**config.mk**
```make
export PLATFORM = sky130hd
export DESIGN_NAME = spi_register_frame_master_top
export DESIGN_NICKNAME = d
export VERILOG_FILES = /design/src/sv/spi_rfm_pkg.sv /design/src/sv/spi_rfm_engine.sv /design/src/sv/spi_rfm_queue.sv /design/src/sv/spi_register_frame_master_top.sv
export SDC_FILE = /design/constraint.sdc
export NUM_CORES = 1
export LEC_CHECK = 0
export BUFFER_PORTS_ARGS = -buffer_cell sky130_fd_sc_hd__buf_2
export CAP_MARGIN = 20
export CORE_MARGIN = 10
export CORE_UTILIZATION = 66
export CTS_CLUSTER_SIZE = 25
export DETAILED_ROUTE_END_ITERATION = 10
export PLACE_DENSITY_LB_ADDON = 0.2
export SKIP_LAST_GASP = 1
export SLEW_MARGIN = 20
export SYNTH_ARGS = -nofsm -noshare
export SYNTH_HDL_FRONTEND = slang
export SYNTH_SLANG_ARGS = --single-unit
```
**constraint.sdc**
```tcl
create_clock -name clk -period 15.6 [get_ports clk]
set_input_delay 3.12 -clock clk [delete_from_list [all_inputs] [get_ports clk]]
set_output_delay 3.12 -clock clk [all_outputs]
set_load 0.02 [all_outputs]
```
**src/sv/spi_rfm_pkg.sv**
```systemverilog
`timescale 1ns / 1ps
// ----------------------------------------------------------------------------
// spi_rfm_pkg
// shared types, codes and constants of the burst register-access frame master
// ----------------------------------------------------------------------------
package spi_rfm_pkg;

  localparam logic [24:0] ADDRESS_LIMIT = 25'h1FF_FFFF;
  localparam logic [7:0]  MAX_BURST     = 8'd128;

  localparam logic [1:0] FUNC_BEGIN = 2'd0;
  localparam logic [1:0] FUNC_WDATA = 2'd1;
  localparam logic [1:0] FUNC_RXBYTE = 2'd2;

  localparam logic [1:0] KIND_TX   = 2'd0;
  localparam logic [1:0] KIND_WORD = 2'd1;
  localparam logic [1:0] KIND_DONE = 2'd2;

  localparam logic [1:0] ST_OK      = 2'd0;
  localparam logic [1:0] ST_BAD_ARG = 2'd1;
  localparam logic [1:0] ST_BAD_HDR = 2'd2;
  localparam logic [1:0] ST_BAD_SUM = 2'd3;

  localparam logic [7:0] HDR0     = 8'h4D;
  localparam logic [7:0] HDR1     = 8'hD3;
  localparam logic [7:0] ACK0     = 8'hA0;
  localparam logic [7:0] ACK1     = 8'hA1;
  localparam logic [7:0] OP_WRITE = 8'h80;
  localparam logic [7:0] OP_READ  = 8'h00;

  localparam int QDEPTH = 9;
  localparam int QCNT_W = $clog2(QDEPTH + 1);

  typedef struct packed {
    logic [1:0]  func;
    logic [24:0] target_address;
    logic        is_write;
    logic [7:0]  burst_count;
    logic [31:0] write_word;
    logic [7:0]  rx_byte;
  } in_item_t;

  typedef struct packed {
    logic [1:0]  out_kind;
    logic [7:0]  tx_byte;
    logic [31:0] read_word;
    logic [1:0]  status;
    logic        last;
  } out_item_t;

  typedef struct packed {
    out_item_t [QDEPTH-1:0] items;
    logic [QCNT_W-1:0]      cnt;
  } batch_t;

  typedef enum logic [5:0] {
    PH_IDLE   = 6'b000001,
    PH_REPLY1 = 6'b000010,
    PH_REPLY2 = 6'b000100,
    PH_WDATA  = 6'b001000,
    PH_RDATA  = 6'b010000,
    PH_RSUM   = 6'b100000
  } phase_t;

  function automatic out_item_t mk_tx(input logic [7:0] b);
    out_item_t r;
    r = '0;
    r.out_kind = KIND_TX;
    r.tx_byte = b;
    return r;
  endfunction

  function automatic out_item_t mk_done(input logic [1:0] st);
    out_item_t r;
    r = '0;
    r.out_kind = KIND_DONE;
    r.status = st;
    return r;
  endfunction

  function automatic out_item_t mk_word(input logic [31:0] w);
    out_item_t r;
    r = '0;
    r.out_kind = KIND_WORD;
    r.read_word = w;
    return r;
  endfunction

endpackage

```
**src/sv/spi_rfm_engine.sv**
```systemverilog
`timescale 1ns / 1ps
// ----------------------------------------------------------------------------
// spi_rfm_engine
// frame state and per-item result generation, one item per cycle while accept is high
// ----------------------------------------------------------------------------
module spi_rfm_engine #(
  parameter logic [24:0] ADDRESS_LIMIT = spi_rfm_pkg::ADDRESS_LIMIT,
  parameter logic [7:0]  MAX_BURST     = spi_rfm_pkg::MAX_BURST
) (
  input  logic                  clk,
  input  logic                  rst_n,
  input  logic                  accept,
  input  spi_rfm_pkg::in_item_t item,
  output spi_rfm_pkg::batch_t   batch
);

  spi_rfm_pkg::phase_t phase_r, phase_nxt;
  logic        write_mode_r, write_mode_nxt;
  logic [23:0] held_address_r, held_address_nxt;
  logic [7:0]  words_left_r, words_left_nxt;
  logic [1:0]  byte_position_r, byte_position_nxt;
  logic [31:0] frame_sum_r, frame_sum_nxt;
  logic [31:0] word_assembly_r, word_assembly_nxt;
  logic [7:0]  first_reply_r, first_reply_nxt;

  logic [25:0] span;
  logic        args_ok;
  logic [31:0] hdr_sum;
  logic [31:0] wsum;
  logic [31:0] shifted;
  logic [7:0]  wl_dec;
  logic [7:0]  op_byte;
  logic [spi_rfm_pkg::QCNT_W-1:0] n;
  spi_rfm_pkg::out_item_t [spi_rfm_pkg::QDEPTH-1:0] res;

  assign span    = {1'b0, item.target_address} + {18'd0, item.burst_count};
  assign args_ok = (item.target_address < ADDRESS_LIMIT)
                && (item.burst_count <= MAX_BURST)
                && (span <= {1'b0, ADDRESS_LIMIT});
  assign op_byte = write_mode_r ? spi_rfm_pkg::OP_WRITE : spi_rfm_pkg::OP_READ;
  assign hdr_sum = 32'(spi_rfm_pkg::HDR0) + 32'(spi_rfm_pkg::HDR1)
                 + 32'(held_address_r[23:16]) + 32'(held_address_r[15:8])
                 + 32'(held_address_r[7:0]) + 32'(op_byte) + 32'(words_left_r);
  assign wsum    = frame_sum_r + 32'(item.write_word[31:24]) + 32'(item.write_word[23:16])
                 + 32'(item.write_word[15:8]) + 32'(item.write_word[7:0]);
  assign shifted = {word_assembly_r[23:0], item.rx_byte};
  assign wl_dec  = words_left_r - 8'd1;

  always_comb begin
    phase_nxt         = phase_r;
    write_mode_nxt    = write_mode_r;
    held_address_nxt  = held_address_r;
    words_left_nxt    = words_left_r;
    byte_position_nxt = byte_position_r;
    frame_sum_nxt     = frame_sum_r;
    word_assembly_nxt = word_assembly_r;
    first_reply_nxt   = first_reply_r;
    res = '0;
    n   = '0;
    if (accept) begin
      unique case (phase_r)
        spi_rfm_pkg::PH_IDLE: begin
          if (item.func == spi_rfm_pkg::FUNC_BEGIN) begin
            if (args_ok) begin
              write_mode_nxt    = item.is_write;
              held_address_nxt  = item.target_address[23:0];
              words_left_nxt    = item.burst_count;
              byte_position_nxt = '0;
              word_assembly_nxt = '0;
              frame_sum_nxt     = '0;
              phase_nxt         = spi_rfm_pkg::PH_REPLY1;
              res[0] = spi_rfm_pkg::mk_tx(spi_rfm_pkg::HDR0);
            end else begin
              res[0] = spi_rfm_pkg::mk_done(spi_rfm_pkg::ST_BAD_ARG);
            end
            n = spi_rfm_pkg::QCNT_W'(1);
          end
        end
        spi_rfm_pkg::PH_REPLY1: begin
          if (item.func == spi_rfm_pkg::FUNC_RXBYTE) begin
            first_reply_nxt = item.rx_byte;
            phase_nxt       = spi_rfm_pkg::PH_REPLY2;
            res[0] = spi_rfm_pkg::mk_tx(spi_rfm_pkg::HDR1);
            n = spi_rfm_pkg::QCNT_W'(1);
          end
        end
        spi_rfm_pkg::PH_REPLY2: begin
          if (item.func == spi_rfm_pkg::FUNC_RXBYTE) begin
            if (first_reply_r == spi_rfm_pkg::ACK0 && item.rx_byte == spi_rfm_pkg::ACK1) begin
              frame_sum_nxt = hdr_sum;
              res[0] = spi_rfm_pkg::mk_tx(8'h00);
              res[1] = spi_rfm_pkg::mk_tx(held_address_r[23:16]);
              res[2] = spi_rfm_pkg::mk_tx(held_address_r[15:8]);
              res[3] = spi_rfm_pkg::mk_tx(held_address_r[7:0]);
              res[4] = spi_rfm_pkg::mk_tx(op_byte);
              res[5] = spi_rfm_pkg::mk_tx(words_left_r);
              n = spi_rfm_pkg::QCNT_W'(6);
              byte_position_nxt = '0;
              word_assembly_nxt = '0;
              if (write_mode_r) begin
                phase_nxt = spi_rfm_pkg::PH_WDATA;
              end else if (words_left_r != 8'd0) begin
                phase_nxt = spi_rfm_pkg::PH_RDATA;
              end else begin
                phase_nxt = spi_rfm_pkg::PH_RSUM;
              end
            end else begin
              phase_nxt = spi_rfm_pkg::PH_IDLE;
              res[0] = spi_rfm_pkg::mk_done(spi_rfm_pkg::ST_BAD_HDR);
              n = spi_rfm_pkg::QCNT_W'(1);
            end
          end
        end
        spi_rfm_pkg::PH_WDATA: begin
          if (item.func == spi_rfm_pkg::FUNC_WDATA) begin
            if (words_left_r != 8'd0) begin
              res[0] = spi_rfm_pkg::mk_tx(item.write_word[31:24]);
              res[1] = spi_rfm_pkg::mk_tx(item.write_word[23:16]);
              res[2] = spi_rfm_pkg::mk_tx(item.write_word[15:8]);
              res[3] = spi_rfm_pkg::mk_tx(item.write_word[7:0]);
              frame_sum_nxt  = wsum;
              words_left_nxt = wl_dec;
              if (wl_dec == 8'd0) begin
                res[4] = spi_rfm_pkg::mk_tx(wsum[31:24]);
                res[5] = spi_rfm_pkg::mk_tx(wsum[23:16]);
                res[6] = spi_rfm_pkg::mk_tx(wsum[15:8]);
                res[7] = spi_rfm_pkg::mk_tx(wsum[7:0]);
                res[8] = spi_rfm_pkg::mk_done(spi_rfm_pkg::ST_OK);
                n = spi_rfm_pkg::QCNT_W'(9);
                phase_nxt = spi_rfm_pkg::PH_IDLE;
              end else begin
                n = spi_rfm_pkg::QCNT_W'(4);
              end
            end else begin
              res[0] = spi_rfm_pkg::mk_tx(frame_sum_r[31:24]);
              res[1] = spi_rfm_pkg::mk_tx(frame_sum_r[23:16]);
              res[2] = spi_rfm_pkg::mk_tx(frame_sum_r[15:8]);
              res[3] = spi_rfm_pkg::mk_tx(frame_sum_r[7:0]);
              res[4] = spi_rfm_pkg::mk_done(spi_rfm_pkg::ST_OK);
              n = spi_rfm_pkg::QCNT_W'(5);
              phase_nxt = spi_rfm_pkg::PH_IDLE;
            end
          end
        end
        spi_rfm_pkg::PH_RDATA: begin
          if (item.func == spi_rfm_pkg::FUNC_RXBYTE) begin
            frame_sum_nxt = frame_sum_r + 32'(item.rx_byte);
            if (byte_position_r == 2'd3) begin
              byte_position_nxt = '0;
              res[0] = spi_rfm_pkg::mk_word(shifted);
              n = spi_rfm_pkg::QCNT_W'(1);
              word_assembly_nxt = '0;
              words_left_nxt    = wl_dec;
              if (wl_dec == 8'd0) begin
                phase_nxt = spi_rfm_pkg::PH_RSUM;
              end
            end else begin
              word_assembly_nxt = shifted;
              byte_position_nxt = byte_position_r + 2'd1;
            end
          end
        end
        spi_rfm_pkg::PH_RSUM: begin
          if (item.func == spi_rfm_pkg::FUNC_RXBYTE) begin
            if (byte_position_r == 2'd3) begin
              byte_position_nxt = '0;
              word_assembly_nxt = '0;
              phase_nxt         = spi_rfm_pkg::PH_IDLE;
              res[0] = spi_rfm_pkg::mk_done(shifted == frame_sum_r ?
                                            spi_rfm_pkg::ST_OK : spi_rfm_pkg::ST_BAD_SUM);
              n = spi_rfm_pkg::QCNT_W'(1);
            end else begin
              word_assembly_nxt = shifted;
              byte_position_nxt = byte_position_r + 2'd1;
            end
          end
        end
        default: begin
          phase_nxt = spi_rfm_pkg::PH_IDLE;
        end
      endcase
    end
    for (int i = 0; i < spi_rfm_pkg::QDEPTH; i++) begin
      res[i].last = (spi_rfm_pkg::QCNT_W'(i) == n - spi_rfm_pkg::QCNT_W'(1));
    end
  end

  assign batch.items = res;
  assign batch.cnt   = n;

  always_ff @(posedge clk) begin
    if (!rst_n) begin
      phase_r         <= spi_rfm_pkg::PH_IDLE;
      write_mode_r    <= 1'b0;
      held_address_r  <= '0;
      words_left_r    <= '0;
      byte_position_r <= '0;
      frame_sum_r     <= '0;
      word_assembly_r <= '0;
      first_reply_r   <= '0;
    end else begin
      phase_r         <= phase_nxt;
      write_mode_r    <= write_mode_nxt;
      held_address_r  <= held_address_nxt;
      words_left_r    <= words_left_nxt;
      byte_position_r <= byte_position_nxt;
      frame_sum_r     <= frame_sum_nxt;
      word_assembly_r <= word_assembly_nxt;
      first_reply_r   <= first_reply_nxt;
    end
  end

endmodule

```
**src/sv/spi_rfm_queue.sv**
```systemverilog
`timescale 1ns / 1ps
// ----------------------------------------------------------------------------
// spi_rfm_queue
// result register: holds one item's results and shifts them out in order
// ----------------------------------------------------------------------------
module spi_rfm_queue (
  input  logic                   clk,
  input  logic                   rst_n,
  input  spi_rfm_pkg::batch_t    batch,
  output logic                   space,
  output logic                   out_valid,
  input  logic                   out_ready,
  output spi_rfm_pkg::out_item_t out_payload
);

  spi_rfm_pkg::out_item_t [spi_rfm_pkg::QDEPTH-1:0] items_r, items_nxt;
  logic [spi_rfm_pkg::QCNT_W-1:0] cnt_r, cnt_nxt;

  assign out_valid   = (cnt_r != '0);
  assign out_payload = items_r[0];
  assign space       = (cnt_r == '0)
                    || (cnt_r == spi_rfm_pkg::QCNT_W'(1) && out_ready);

  always_comb begin
    items_nxt = items_r;
    cnt_nxt   = cnt_r;
    if (batch.cnt != '0) begin
      items_nxt = batch.items;
      cnt_nxt   = batch.cnt;
    end else if (out_valid && out_ready) begin
      for (int i = 0; i < spi_rfm_pkg::QDEPTH - 1; i++) begin
        items_nxt[i] = items_r[i+1];
      end
      cnt_nxt = cnt_r - spi_rfm_pkg::QCNT_W'(1);
    end
  end

  always_ff @(posedge clk) begin
    items_r <= items_nxt;
    if (!rst_n) begin
      cnt_r <= '0;
    end else begin
      cnt_r <= cnt_nxt;
    end
  end

endmodule

```
**src/sv/spi_register_frame_master_top.sv**
```systemverilog
`timescale 1ns / 1ps
// ----------------------------------------------------------------------------
// spi_register_frame_master_top
// master side of a burst register-access frame over spi
// ----------------------------------------------------------------------------
//  channel | ports                          | carries
//  input   | in_valid, in_ready, in_payload | begin, write word, received byte
//  result  | out_valid, out_ready, out_payload | tx byte, read word, finish
//
//  an item is taken the cycle it arrives when no results are pending or the
//  last pending one leaves that cycle; its results (up to nine) appear from
//  the next cycle, one per out handshake, so with out_ready high throughput is one item a cycle
//  for single-result items and one item per result otherwise
//  reset is synchronous, clears the frame state and drops any pending results
//  out_ready low stalls the result register and holds off in_ready
// ----------------------------------------------------------------------------
module spi_register_frame_master_top #(
  parameter logic [24:0] ADDRESS_LIMIT = spi_rfm_pkg::ADDRESS_LIMIT,
  parameter logic [7:0]  MAX_BURST     = spi_rfm_pkg::MAX_BURST
) (
  input  logic                   clk,
  input  logic                   rst_n,
  input  logic                   in_valid,
  output logic                   in_ready,
  input  spi_rfm_pkg::in_item_t  in_payload,
  output logic                   out_valid,
  input  logic                   out_ready,
  output spi_rfm_pkg::out_item_t out_payload
);

  spi_rfm_pkg::batch_t batch;
  logic accept;

  assign accept = in_valid && in_ready;

  spi_rfm_engine #(
    .ADDRESS_LIMIT (ADDRESS_LIMIT),
    .MAX_BURST     (MAX_BURST)
  ) u_engine (
    .clk    (clk),
    .rst_n  (rst_n),
    .accept (accept),
    .item   (in_payload),
    .batch  (batch)
  );

  spi_rfm_queue u_queue (
    .clk         (clk),
    .rst_n       (rst_n),
    .batch       (batch),
    .space       (in_ready),
    .out_valid   (out_valid),
    .out_ready   (out_ready),
    .out_payload (out_payload)
  );

endmodule

```
* Word-level counts from Yosys, hierarchy flattened
Cells that the tools add are included.
** Word-level totals
- Output and inout port bits :: 47
- Logic and storage cells :: 211
- Flip-flop bits (word level) :: 514
- Bits of input ports :: 80
** Operators by class
- Order comparisons :: 3
- $add $sub $neg :: 15
- Mux-type cells :: 78
- Reduce and logical (&&, ||, !) cells :: 26
- Equality and inequality tests :: 35
** Operators with widths (number)
- $mux W360 :: 4
- $mux W225 :: 2
- $pmux W225 S2 :: 1
- $add A32 B8 Y32 :: 9
- $mux W45 :: 6
- $pmux W45 S6 :: 1
- $mux W268 :: 1
- $mux W32 :: 7
- $mux W223 :: 1
- $mux W135 :: 1
- $pmux W32 S4 :: 1
- $mux W24 :: 4
- $mux W6 :: 15
- $mux W90 :: 1
- $pmux W24 S3 :: 1
- $mux W8 :: 7
- $mux W44 :: 1
- $mux W43 :: 1
- $pmux W6 S6 :: 1
- $eq A32 B32 Y1 :: 1
- $mux W4 :: 7
- $add A25 B8 Y26 :: 1
- $le A26 B25 Y1 const B :: 1
- $ne A2 B1 Y1 const B :: 13
- other kinds (43) :: 69

* Depth between registers and ports, before layout
Gate-level depths: netlist (run 1).
- Depth in word-level cells :: 10
- Depth in mapped cells :: 16
- Depth with buffers taken out :: 15

* By module
Synthesis (run 1) repeated with hierarchy kept, for this count alone.
** Second synthesis, totals
- Cells, all modules :: 3301
- Area total of the unflattened synthesis :: 29565.9 sq um
** By module, submodules not included
- spi_rfm_queue :: seq. area each 12241.7 sq um, cells each 1642, area each 17296.6 sq um, instances 1
- spi_rfm_engine :: seq. area each 2102.0 sq um, cells each 1658, area each 12263.0 sq um, instances 1
- spi_register_frame_master_top :: seq. area each 0.0 sq um, cells each 1, area each 6.3 sq um, instances 1

* Worst setup path before layout (run 1)
OpenSTA, ideal clock, no wires.
- Path type :: input to register
- Start point :: input port in_payload[1] (netlist name)
- End point :: register u_queue.cnt_r[1] (netlist name)
- Buffers on the path :: 0
- Setup time :: 139 ps
- Required time :: 15461 ps
- Slack :: 7866 ps
- Data arrival time :: 7594 ps
- Stages on the path :: 7
- Cells stage by stage :: nor4_1 nand4_1 a221oi_1 o31ai_4 o21ai_2 nand2b_1 o221a_2
** Between the ends
- Longest elaborated chain between the ends :: 8
- Elaborated cells between the ends (all ways) :: 9
- Those cells by class :: eq/ne (1); mux (5); reduce/logical (3)
** RTL lines
- from (decl) :: RTL line spi_register_frame_master_top.sv:25 : input spi_rfm_pkg::in_item_t in_payload,
- $eq A8 B8 Y1 (*) :: RTL line spi_rfm_engine.sv:89 : if (first_reply_r == spi_rfm_pkg::ACK0 && item.rx_byte == spi_rfm_pkg::ACK1) begin
- $logic_and A1 B1 Y1 (*) :: RTL line spi_rfm_engine.sv:89
- $mux W3 (*) :: RTL line spi_rfm_engine.sv:89
- $mux W4 (*) :: RTL line spi_rfm_engine.sv:88 : if (item.func == spi_rfm_pkg::FUNC_RXBYTE) begin
- $pmux W4 S5 (*) :: RTL line spi_rfm_engine.sv:61 : unique case (phase_r)
- $mux W4 (*) :: RTL line spi_rfm_engine.sv:60 : if (accept) begin
- $reduce_bool A4 Y1 :: RTL line spi_rfm_queue.sv:27 : if (batch.cnt != '0) begin
- $mux W4 / $reduce_bool A2 Y1 (equally long branches)
- to (signal assigned) :: RTL line spi_rfm_queue.sv:43 : cnt_r <= cnt_nxt;
- to (decl) :: RTL line spi_rfm_queue.sv:17 : logic [spi_rfm_pkg::QCNT_W-1:0] cnt_r, cnt_nxt;
Every way passes the cells marked *; elsewhere a longest branch is shown, timed or not.
A chain may end at the register's enable or synchronous reset.

==> reports/qor.log, run 1 <==
[yosys] Distinct cells, synth 91
[cts] setup repair bufs after CTS 0
[placement] count of placed standard cells including taps 1889
[layout] end-of-flow core utilization 72.0%
[run] total of max-cap violations 0
[yosys] number of enable flip-flop cells after synthesis 117
[layout] most used cells in the layout excluding fill and tap cells sky130_fd_sc_hd__nand2_1, sky130_fd_sc_hd__a21oi_1, sky130_fd_sc_hd__buf_2
[timing] time the final worst path needs with I/O delays and setup 6.99 ns
[routing] number of DRC markers after the initial detailed-route iteration 1878
[layout] fraction of final layout cells sized beyond drive strength 1 13.1%
[yosys] area share of the largest cell type after synthesis 24.1%
[floorplan] Die Span X 169 um
[floorplan] I/O pins 127
[timing] final setup violation count 0
[routing] # DRC 0
[yosys] dominant combinational cell family by area after synthesis simple AND/OR/NAND/NOR gates
[timing] Layout Skew 0.0159 ns
[timing] worst max-slew margin expressed relative to the limit 23.7%
[cts] clock insertion delay at the later pin of the skew report 0.54 ns
[routing] Via Count 12792
[yosys] Synth Flop Type sky130_fd_sc_hd__edfxtp_1
[floorplan] Vert. Die Dim 169 um
[worst_setup_path] Crit. End Element register
[cts] deepest clock path buffer count 3
[routing] Pre-antenna DRT Iters 6
[pwr] overall power of the completed layout 2.35 mW
[yosys] Yosys warnings 0
[routing] average wire per standard cell 24.1 um
[timing] final hold vios 0
[yosys] mux share of post-synthesis cell area 2.61%
[cts] level count of the clock H-tree 1
[cts] Clock Sink Count 226
[floorplan] Site Rows 54
[placement] detailed placer's ending HPWL 34.3 mm
[placement] pre-CTS setup slack 8.13 ns
[floorplan] core region area 21800 um2
[yosys] area share of xor/xnor cells in the synthesized design 4.09%
[yosys] synthesized area 14600 um2
[timing] worst setup margin 8.61 ns
[cts] number of buffers added to fix hold violations after cts 0
[global_routing] pin count of the biggest net entering global routing 89
[yosys] Synth Register Bits 226
[timing] slew at the pin with the worst max-slew slack 1.14 ns
[hold_path] min-delay worst type register to register
[layout] final antenna diode count 0
[worst_setup_path] Startpoint Class input port
[cts] number of buffers created by CTS 25
[pwr] total power per unit cell area 150 nW/um2
[floorplan] area of the die 28400 um2
[pwr] reported leakage power 6.35 nW
[placement] Placer Congestion 0.976
[global_routing] antenna violations before repair 0
[timing] Max Clk Rate 0.143 GHz
[timing] RSZ-0062 raised after global routing no
[yosys] top cells by area in the synthesized netlist sky130_fd_sc_hd__edfxtp_1, sky130_fd_sc_hd__dfxtp_1, sky130_fd_sc_hd__fa_1, sky130_fd_sc_hd__nand2_1, sky130_fd_sc_hd__ha_1
[global_routing] first-pass GRT wire length 72.0 mm
[layout] most common library cell in the layout ignoring fill and taps sky130_fd_sc_hd__nand2_1
[cts] Clk Tree Root Cell sky130_fd_sc_hd__clkbuf_16
[yosys] share of synthesized cell area in full adder, half adder and majority cells 10.4%
[cts] post-cts gate resize count 0
[routing] Via-to-Cell Ratio 6.62
[yosys] Mean Syn Cell Area 9.01 um2
[layout] layout net count 1813
[worst_setup_path] Critical Path RT 15.84 ns
[cts] clock-pin slew on the worst setup and hold paths 0.06 ns
[layout] area grow syn2layout 7.55%
[pwr] worst IR drop on VDD 0.000108 V
[yosys] Seq/Total Area, Yosys 39.1%
[global_routing] Congestion Overflow GR 0
[timing] final critical-path share of the clock period 44.8%
[yosys] cell count after synthesis 1617
[layout] number of standard cells in the final layout excluding fillers 1933
[run_status] run status finished clean
[worst_setup_path] path type of the worst setup path input port to register
[worst_setup_path] maximum fanout along the worst path 5
[yosys] compound-gate portion of the synthesized area 17.4%
[yosys] net count after synthesis 1794
[yosys] ys async rst share 0%
[routing] number of routed nets with antenna violations 0
[cts] TritonCTS clock tree done
[routing] wirelength, routed 46.6 mm
[global_routing] via count of the first global-routing pass 12458
[timing] setup TNS 0 ns
[placement] count of buffers inserted at the top-level ports 126
[yosys] biggest area consumer among synthesized cells sky130_fd_sc_hd__edfxtp_1
[global_routing] global-route total usage across every layer 31.7%
[floorplan] starting density of the core 67.0%
[timing] pins over their slew limit 0
[yosys] simple-gate share of the synthesized area 18.6%
[worst_setup_path] arrival time at the worst endpoint 7.23 ns
critical path, cell delays in order:
cell	delay [ns]
sky130_fd_sc_hd__buf_2	0.13
sky130_fd_sc_hd__inv_1	0.07
sky130_fd_sc_hd__fa_1	0.47
sky130_fd_sc_hd__fa_1	0.49
sky130_fd_sc_hd__fa_1	0.52
sky130_fd_sc_hd__inv_1	0.05
sky130_fd_sc_hd__ha_1	0.22
sky130_fd_sc_hd__fa_1	0.42
sky130_fd_sc_hd__a21oi_1	0.21
sky130_fd_sc_hd__o22ai_1	0.17
sky130_fd_sc_hd__o221a_2	0.30
sky130_fd_sc_hd__o21ai_0	0.57
sky130_fd_sc_hd__or2_2	0.26
sky130_fd_sc_hd__xor2_1	0.15
sky130_fd_sc_hd__o21ai_0	0.09
sequential cells by signal, indices dropped and copies added (netlist names):
signal and flops:
u_engine.word_assembly_r 24, u_engine.held_address_r 24, u_engine.words_left_r 8, u_engine.byte_position_r 2
u_queue.items_r 72, u_queue.cnt_r 4, u_engine.write_mode_r 1, u_engine.phase_r 6
u_engine.frame_sum_r 32, u_engine.first_reply_r 8, u_queue.out_payload 45
cell families after synthesis:
group / Yosys count
AND/OR/NAND/NOR: 555
multiplexers: 38
buffers and inverters: 239
adder cells (fa/ha/maj): 97
flip-flops: 226
XOR/XNOR: 68
AO/OA/AOI/OAI: 394
routing by layer:
layer / part of all wire (%) / track usage, % / vias to the layer above / routed length (um)
li1: - / - / 5722 / -
met5: 0 / 0 / - / 0
met2: 46 / 49.7 / 859 / 21300
met3: 11 / 6.35 / 146 / 5130
met4: 3.9 / 10.2 / 0 / 1810
met1: 39 / 43.3 / 6065 / 18400
synth_stat cells, drive strengths merged, types with 12 or more instances:
cell type	number
nor3	35
xor2	43
xnor2	25
edfxtp	117
a211oi	15
a31oi	16
dfxtp	109
a21oi	142
inv	89
nor4	20
nand4	12
nand3	54
buf	78
o21ai	99
and2	50
nor2	107
mux2i	38
fa	41
nand2	211
ha	56
clkbuf	71
per-stage QoR:
stage / cell area (um2) / hold slack, ns
after floorplan: 14600 / 0.436
after global placement: 14900 / 0.442
after detailed placement: 14900 / 0.452
after CTS: 15700 / 0.460
after global routing: 15700 / 0.495
final: 15700 / 0.466
layout make-up:
cell class | instances | area, um2
sequential | 226 | 5700
timing repair buffer | 141 | 743
multi-input combinational | 1152 | 7800
fill | 1684 | 6090
clock inverter | 9 | 46.3
inverter | 90 | 338
tap | 280 | 350
clock buffer | 35 | 694
path summary, 6_finish.rpt:
kind,start,endpoint,slack (ns),cells after the start
min reg2reg,u_engine.byte_position_r[1],u_engine.byte_position_r[1],0.47,2
max,in_payload[25],u_queue.items_r[263],8.61,15
max reg2reg,u_engine.words_left_r[0],u_queue.items_r[219],11.27,10
min,u_engine.byte_position_r[1],u_engine.byte_position_r[1],0.47,2
report_power, final:
group	switching, mW	total, mW	internal [mW]
Clock	0.242	0.551	0.309
Sequential	0.0799	0.938	0.858
Combinational	0.591	0.860	0.269
Total	0.913	2.35	1.44
(Power assumes the default switching activity.)
==> run 2, diff against run 1 <==
--- a/config.mk
+++ b/config.mk
@@ -8,7 +8,7 @@
 export BUFFER_PORTS_ARGS = -buffer_cell sky130_fd_sc_hd__buf_2
 export CAP_MARGIN = 20
 export CORE_MARGIN = 10
-export CORE_UTILIZATION = 66
+export CORE_UTILIZATION = 55
 export CTS_CLUSTER_SIZE = 25
 export DETAILED_ROUTE_END_ITERATION = 10
 export PLACE_DENSITY_LB_ADDON = 0.2
==> constraint.sdc (replaced) <==
create_clock -name clk -period 6.17 [get_ports clk]
set_input_delay 1.234 -clock clk [delete_from_list [all_inputs] [get_ports clk]]
set_output_delay 1.234 -clock clk [all_outputs]
set_load 0.02 [all_outputs]
==> run 2 against run 1 <==
Final area is 1.2% higher. Register-to-register slack worse by 9.2 ns. Power grew to 2.6 times the previous value. Worst setup slack worse by 7.5 ns. Worst hold slack better by 0.015 ns. Combinational power grew to 2.5 times the previous value. Clock power grew to 2.8 times the previous value. Via count is 2.1% lower. Sequential power grew to 2.5 times the previous value. Clock skew is 0.0036 ns lower. Critical path type unchanged. Critical endpoint is now u_queue.items_r[215].
==> reports/qor.log, run 2 (synthesized netlist as in run 1, its figures left out) <==
[pwr] worst IR drop on VDD 0.000423 V
[worst_setup_path] depth of the most critical reg-to-reg path 13
[worst_setup_path] destination of the critical timing path u_queue.items_r[215]
[run_status] run status finished clean
[layout] most used cells in the layout excluding fill and tap cells sky130_fd_sc_hd__nand2_1, sky130_fd_sc_hd__a21oi_1, sky130_fd_sc_hd__buf_2
[timing] time the final worst path needs with I/O delays and setup 5.02 ns
[global_routing] antenna violations before repair 0
[pwr] reported leakage power 6.39 nW
[layout] Largest register FFs 72
[routing] Via Count 12524
[pwr] total power per unit cell area 382 nW/um2
[worst_setup_path] maximum fanout along the worst path 7
[worst_setup_path] stage delay of the slowest cell on the critical path 0.64 ns
[layout] final antenna diode count 0
[layout] area of all sequential standard cells 5700 um2
[floorplan] Die Span X 183 um
[global_routing] M3 GR Usage 4.80%
[timing] Layout Skew 0.0123 ns
[cts] Clk Tree Root Cell sky130_fd_sc_hd__clkbuf_16
[placement] count of buffers inserted at the top-level ports 126
[worst_setup_path] cells along the critical path buf_2, inv_1, fa_1, inv_1, fa_1, inv_1, fa_1, inv_1, ha_1, nand3_1, o2111ai_1, a311oi_1, nor3_1, nand4_1, xor2_1, o21ai_0
[routing] wirelength, routed 45.6 mm
[timing] final critical-path share of the clock period 81.4%
[routing] Via-to-Cell Ratio 6.28
[global_routing] via count of the first global-routing pass 11908
[timing] final hold vios 0
[global_routing] met2 demand-to-capacity share in global routing 40.1%
[cts] clock insertion delay at the later pin of the skew report 0.54 ns
[floorplan] starting density of the core 55.9%
[global_routing] first-pass GRT wire length 69.8 mm
[routing] Pre-antenna DRT Iters 6
[floorplan] core region area 26100 um2
[cts] TritonCTS clock tree done
[layout] fraction of final layout cells sized beyond drive strength 1 13.4%
[worst_setup_path] path length in cells of the critical path 16
[timing] Max Clk Rate 0.199 GHz
[layout] Filler Cells Inserted 2305
[worst_setup_path] Crit. End Element register
[global_routing] busiest layer in global routing met2
[routing] number of routed nets with antenna violations 0
[layout] most common library cell in the layout ignoring fill and taps sky130_fd_sc_hd__nand2_1
[worst_setup_path] path type of the worst setup path input port to register
[worst_setup_path] Critical Path Slowest Stage Cell sky130_fd_sc_hd__nor3_1
[cts] deepest clock path buffer count 3
[cts] clock-pin slew on the worst setup and hold paths 0.06 ns
[worst_setup_path] Critical Path RT 6.41 ns
[timing] final setup violation count 0
[worst_setup_path] cell class contributing the biggest share of worst-path delay adder cells
[placement] detailed placer's ending HPWL 34.1 mm
[cts] number of buffers created by CTS 27
[run] total of max-cap violations 0
[routing] # DRC 0
[worst_setup_path] Startpoint Class input port
[timing] RSZ-0062 raised after global routing no
[worst_setup_path] arrival time at the worst endpoint 5.26 ns
[layout] area used by multi-input combinational logic 7790 um2
[layout] end-of-flow core utilization 60.8%
[floorplan] area of the die 33400 um2
[timing] worst max-slew margin expressed relative to the limit 27.2%
[cts] setup repair bufs after CTS 0
[global_routing] GR met1 Demand/Resource 36.8%
[worst_setup_path] most numerous cell on the critical path sky130_fd_sc_hd__inv_1
[hold_path] min-delay worst type register to register
[cts] level count of the clock H-tree 1
[layout] layout net count 1817
[floorplan] Site Rows 59
[floorplan] Vert. Die Dim 183 um
[layout] area grow syn2layout 8.81%
[timing] pins over their slew limit 0
[worst_setup_path] WP buf/inv 5
[placement] Placer Congestion 0.979
[worst_setup_path] Crit. Startpoint in_payload[12]
[global_routing] global-route total usage across every layer 26.4%
[global_routing] Congestion Overflow GR 0
[timing] setup TNS 0 ns
[cts] post-cts gate resize count 0
[routing] average wire per standard cell 22.8 um
[worst_setup_path] worst reg2reg path endpoint u_engine.frame_sum_r[9]
[floorplan] I/O pins 127
[worst_setup_path] flop2flop setup slack 2.04 ns
[worst_setup_path] R2R Path Start u_engine.words_left_r[5]
[cts] Clock Sink Count 226
[global_routing] pin count of the biggest net entering global routing 89
[timing] Worst Hold Slack 0.481 ns
[timing] slew at the pin with the worst max-slew slack 1.09 ns
[cts] number of buffers added to fix hold violations after cts 0
[routing] number of DRC markers after the initial detailed-route iteration 1542
[layout] register name with the most flops u_queue.items_r
==> run 2: cell types whose count changed in the layout (fill, tap and decap cells not counted) <==
| cell | delta |
|---|---|
| sky130_fd_sc_hd__clkbuf_16 | +3 |
| sky130_fd_sc_hd__clkinvlp_4 | +1 |
| sky130_fd_sc_hd__buf_4 | +1 |
| sky130_fd_sc_hd__o221ai_4 | -1 |
| sky130_fd_sc_hd__o221ai_2 | +1 |
| sky130_fd_sc_hd__buf_12 | +1 |
| sky130_fd_sc_hd__clkbuf_1 | +4 |
| sky130_fd_sc_hd__clkinv_2 | -2 |
| sky130_fd_sc_hd__clkinv_1 | -2 |
| sky130_fd_sc_hd__clkbuf_8 | +2 |
| sky130_fd_sc_hd__clkinv_4 | -1 |
==> run 2: stage by stage <==
stage                     cells  cell area (um2)  power [mW]  worst slack (ns)
after floorplan            1617            14600        3.98             0.322
after detailed placement   1946            15000        4.52             0.630
after global routing       1995            15900        6.36             0.829
after CTS                  1995            15800        6.04              1.21
after global placement     1946            15000        4.49             0.724
final                      1995            15900        6.06              1.15
==> run 2: layout make-up <==
cell class | count | share of cell area, %
Clock inverter | 5 | 0.174
Tap cell | 335 | 2.64
Clock buffer | 44 | 5.12
Timing Repair Buffer | 143 | 4.86
Multi-Input combinational cell | 1152 | 49.1
Sequential cell | 226 | 35.9
Inverter | 90 | 2.13
==> run 2: worst min path at each step <==
| stage | slack [ns] | to | cells after the start | from |
|---|---|---|---|---|
| after floorplan | 0.44 | u_engine.byte_position_r[1] | 2 | u_engine.byte_position_r[1] |
| after global placement | 0.44 | u_engine.byte_position_r[1] | 2 | u_engine.byte_position_r[1] |
| after detailed placement | 0.46 | u_engine.byte_position_r[1] | 2 | u_engine.byte_position_r[1] |
| after CTS | 0.47 | u_engine.byte_position_r[1] | 2 | u_engine.byte_position_r[1] |
| after global routing | 0.49 | u_engine.byte_position_r[1] | 2 | u_engine.byte_position_r[1] |
| final | 0.48 | u_engine.byte_position_r[1] | 2 | u_engine.byte_position_r[1] |
==> run 2: report_power, final <==
part / internal [mW] / total (mW) / switching, mW
sequential: 2.17 / 2.35 / 0.186
clock: 0.894 / 1.52 / 0.630
combinational: 0.693 / 2.18 / 1.49
total: 3.75 / 6.06 / 2.30
==> run 2: routing by layer <==
metal  wire (um)  share of wire (%)
met1       18900                 42
met2       20400                 45
met3        4570                 10
met4        1650                3.6
met5           0                  0
==> run 2: worst reg2reg max path: stages (launching register included) <==
cell                      delay (ns)
sky130_fd_sc_hd__dfxtp_1        0.59
sky130_fd_sc_hd__inv_1          0.13
sky130_fd_sc_hd__fa_1           0.60
sky130_fd_sc_hd__inv_1          0.07
sky130_fd_sc_hd__fa_1           0.49
sky130_fd_sc_hd__ha_1           0.32
sky130_fd_sc_hd__ha_1           0.33
sky130_fd_sc_hd__o21ai_0        0.09
sky130_fd_sc_hd__nor2_1         0.11
sky130_fd_sc_hd__o31ai_1        0.41
sky130_fd_sc_hd__a21oi_1        0.18
sky130_fd_sc_hd__xnor2_1        0.35
sky130_fd_sc_hd__o21ai_0        0.13
sky130_fd_sc_hd__a32o_1         0.23
==> run 3, diff against run 2 <==
--- a/config.mk
+++ b/config.mk
@@ -8,7 +8,7 @@
 export BUFFER_PORTS_ARGS = -buffer_cell sky130_fd_sc_hd__buf_2
 export CAP_MARGIN = 20
 export CORE_MARGIN = 10
-export CORE_UTILIZATION = 55
+export CORE_UTILIZATION = 61
 export CTS_CLUSTER_SIZE = 25
 export DETAILED_ROUTE_END_ITERATION = 10
 export PLACE_DENSITY_LB_ADDON = 0.2
==> constraint.sdc (replaced) <==
create_clock -name clk -period 4.7 [get_ports clk]
set_input_delay 0.94 -clock clk [delete_from_list [all_inputs] [get_ports clk]]
set_output_delay 0.94 -clock clk [all_outputs]
set_load 0.02 [all_outputs]
==> run 3 against run 2 <==
Worst hold slack worse by 0.0068 ns. Sequential share of layout area fell by 0.74 points. Critical path depth fell by 1. Flip-flop and latch count unchanged. Final area rose by 2.1%. Cell count is 1.8% higher. Via count grew 3.8%.
==> reports/qor.log, run 3 (synthesized netlist as in run 1, its figures left out) <==
[timing] time the final worst path needs with I/O delays and setup 4.49 ns
[worst_setup_path] Crit. End Element register
[floorplan] Die Span X 175 um
[routing] average wire per standard cell 22.8 um
[worst_setup_path] Startpoint Class input port
[placement] detailed placer's ending HPWL 34.2 mm
[run] total of max-cap violations 0
[cts] number of buffers added to fix hold violations after cts 0
[placement] Placer Congestion 0.969
[pwr] reported leakage power 6.63 nW
[timing] final setup violation count 0
[worst_setup_path] Critical Path RT 5.08 ns
[timing] setup TNS 0 ns
[timing] pins over their slew limit 0
[routing] # DRC 0
[routing] Pre-antenna DRT Iters 6
[floorplan] core region area 23500 um2
[pwr] worst IR drop on VDD 0.000579 V
[cts] TritonCTS clock tree done
[layout] post-route design area 16200 um2
[worst_setup_path] arrival time at the worst endpoint 4.86 ns
[worst_setup_path] maximum fanout along the worst path 10
[worst_setup_path] Crit. Startpoint in_payload[25]
[cts] level count of the clock H-tree 1
[cts] clock-pin slew on the worst setup and hold paths 0.06 ns
[routing] wirelength, routed 46.2 mm
[layout] number of standard cells in the final layout excluding fillers 2031
[layout] end-of-flow core utilization 69.0%
[layout] register name with the most flops u_queue.items_r
[timing] final hold vios 0
[timing] final critical-path share of the clock period 95.5%
[routing] number of DRC markers after the initial detailed-route iteration 1779
[pwr] total power per unit cell area 490 nW/um2
[floorplan] I/O pins 127
[global_routing] pin count of the biggest net entering global routing 89
[global_routing] Congestion Overflow GR 0
[floorplan] starting density of the core 62.1%
[cts] clock insertion delay at the later pin of the skew report 0.53 ns
[timing] slew at the pin with the worst max-slew slack 1.05 ns
[layout] most common library cell in the layout ignoring fill and taps sky130_fd_sc_hd__nand2_1
[placement] Post-DP Area 15400 um2
[floorplan] area of the die 30500 um2
[cts] post-cts gate resize count 0
[cts] Clk Tree Root Cell sky130_fd_sc_hd__clkbuf_16
[routing] Via-to-Cell Ratio 6.40
[cts] Clock Sink Count 226
[layout] Largest register FFs 72
[global_routing] antenna violations before repair 0
[placement] count of placed standard cells including taps 1987
[global_routing] via count of the first global-routing pass 12532
[timing] Max Clk Rate 0.223 GHz
[worst_setup_path] R2R Path Start u_engine.held_address_r[21]
[cts] number of buffers created by CTS 25
[layout] most used cells in the layout excluding fill and tap cells sky130_fd_sc_hd__nand2_1, sky130_fd_sc_hd__a21oi_1, sky130_fd_sc_hd__buf_2
[cts] deepest clock path buffer count 3
[layout] layout net count 1872
[global_routing] first-pass GRT wire length 71.3 mm
[timing] worst max-slew margin expressed relative to the limit 29.2%
[hold_path] Worst Hold Launch u_engine.byte_position_r[1]
[routing] Via Count 12995
[layout] fraction of final layout cells sized beyond drive strength 1 16.4%
[cts] setup repair bufs after CTS 0
[timing] Layout Skew 0.0154 ns
[routing] number of routed nets with antenna violations 0
[layout] final antenna diode count 0
[worst_setup_path] path type of the worst setup path input port to register
[global_routing] global-route total usage across every layer 29.4%
[placement] count of buffers inserted at the top-level ports 126
[floorplan] Site Rows 56
[timing] RSZ-0062 raised after global routing no
[hold_path] min-delay worst type register to register
[run_status] run status finished clean
[layout] area grow syn2layout 11.1%
[floorplan] Vert. Die Dim 175 um
==> run 3: area by class of cell <==
class                      instances  area (um2)
multi-input combinational       1152        7800
fill                            1950        7290
sequential                       226        5700
timing repair buffer             200        1210
clock buffer                      31         648
tap                              319         399
inverter                          90         338
clock inverter                    13        95.1
==> run 3: metrics by stage <==
stage	power (mW)	worst slack, ns	hold WS, ns
2_1_floorplan	5.20	0.0435	0.436
3_3_place_gp	5.99	-0.211	0.441
3_5_place_dp	6.07	-0.293	0.460
4_1_cts	7.89	0.250	0.469
5_1_grt	8.32	0.0702	0.500
6_report	7.94	0.213	0.474
==> run 3: worst max-delay path, stage by stage <==
cell	delay [ns]
sky130_fd_sc_hd__buf_2	0.13
sky130_fd_sc_hd__inv_1	0.06
sky130_fd_sc_hd__fa_1	0.46
sky130_fd_sc_hd__fa_1	0.49
sky130_fd_sc_hd__fa_1	0.52
sky130_fd_sc_hd__inv_1	0.04
sky130_fd_sc_hd__ha_1	0.22
sky130_fd_sc_hd__fa_2	0.36
sky130_fd_sc_hd__a21oi_2	0.19
sky130_fd_sc_hd__o22ai_1	0.13
sky130_fd_sc_hd__o221a_2	0.29
sky130_fd_sc_hd__or2_2	0.29
sky130_fd_sc_hd__a22o_1	0.39
sky130_fd_sc_hd__a41oi_1	0.27
sky130_fd_sc_hd__nor3_1	0.07
==> run 3: worst paths after layout <==
check / endpoint / slack, ns / depth (start not counted)
max: u_engine.frame_sum_r[31] / 0.21 / 15
min: u_engine.byte_position_r[1] / 0.47 / 2
max reg2reg: u_engine.frame_sum_r[10] / 0.53 / 14
min reg2reg: u_engine.byte_position_r[1] / 0.47 / 2
==> run 3: routing by layer <==
layer / share of wire, % / vias up / GRT usage, % / wire [um]
met5: 0 / - / 0 / 0
met4: 4.0 / 0 / 10.5 / 1870
met3: 11 / 144 / 6.54 / 5180
met2: 45 / 839 / 46.0 / 21000
met1: 39 / 6165 / 39.1 / 18200
li1: - / 5847 / - / -
==> run 3: where the power goes <==
group	leakage (nW)	switching (mW)	total (mW)	internal, mW
registers	2.00	0.254	3.09	2.84
logic	4.26	1.97	3.01	1.04
clock network	0.364	0.806	1.84	1.03
total	6.63	3.03	7.94	4.91
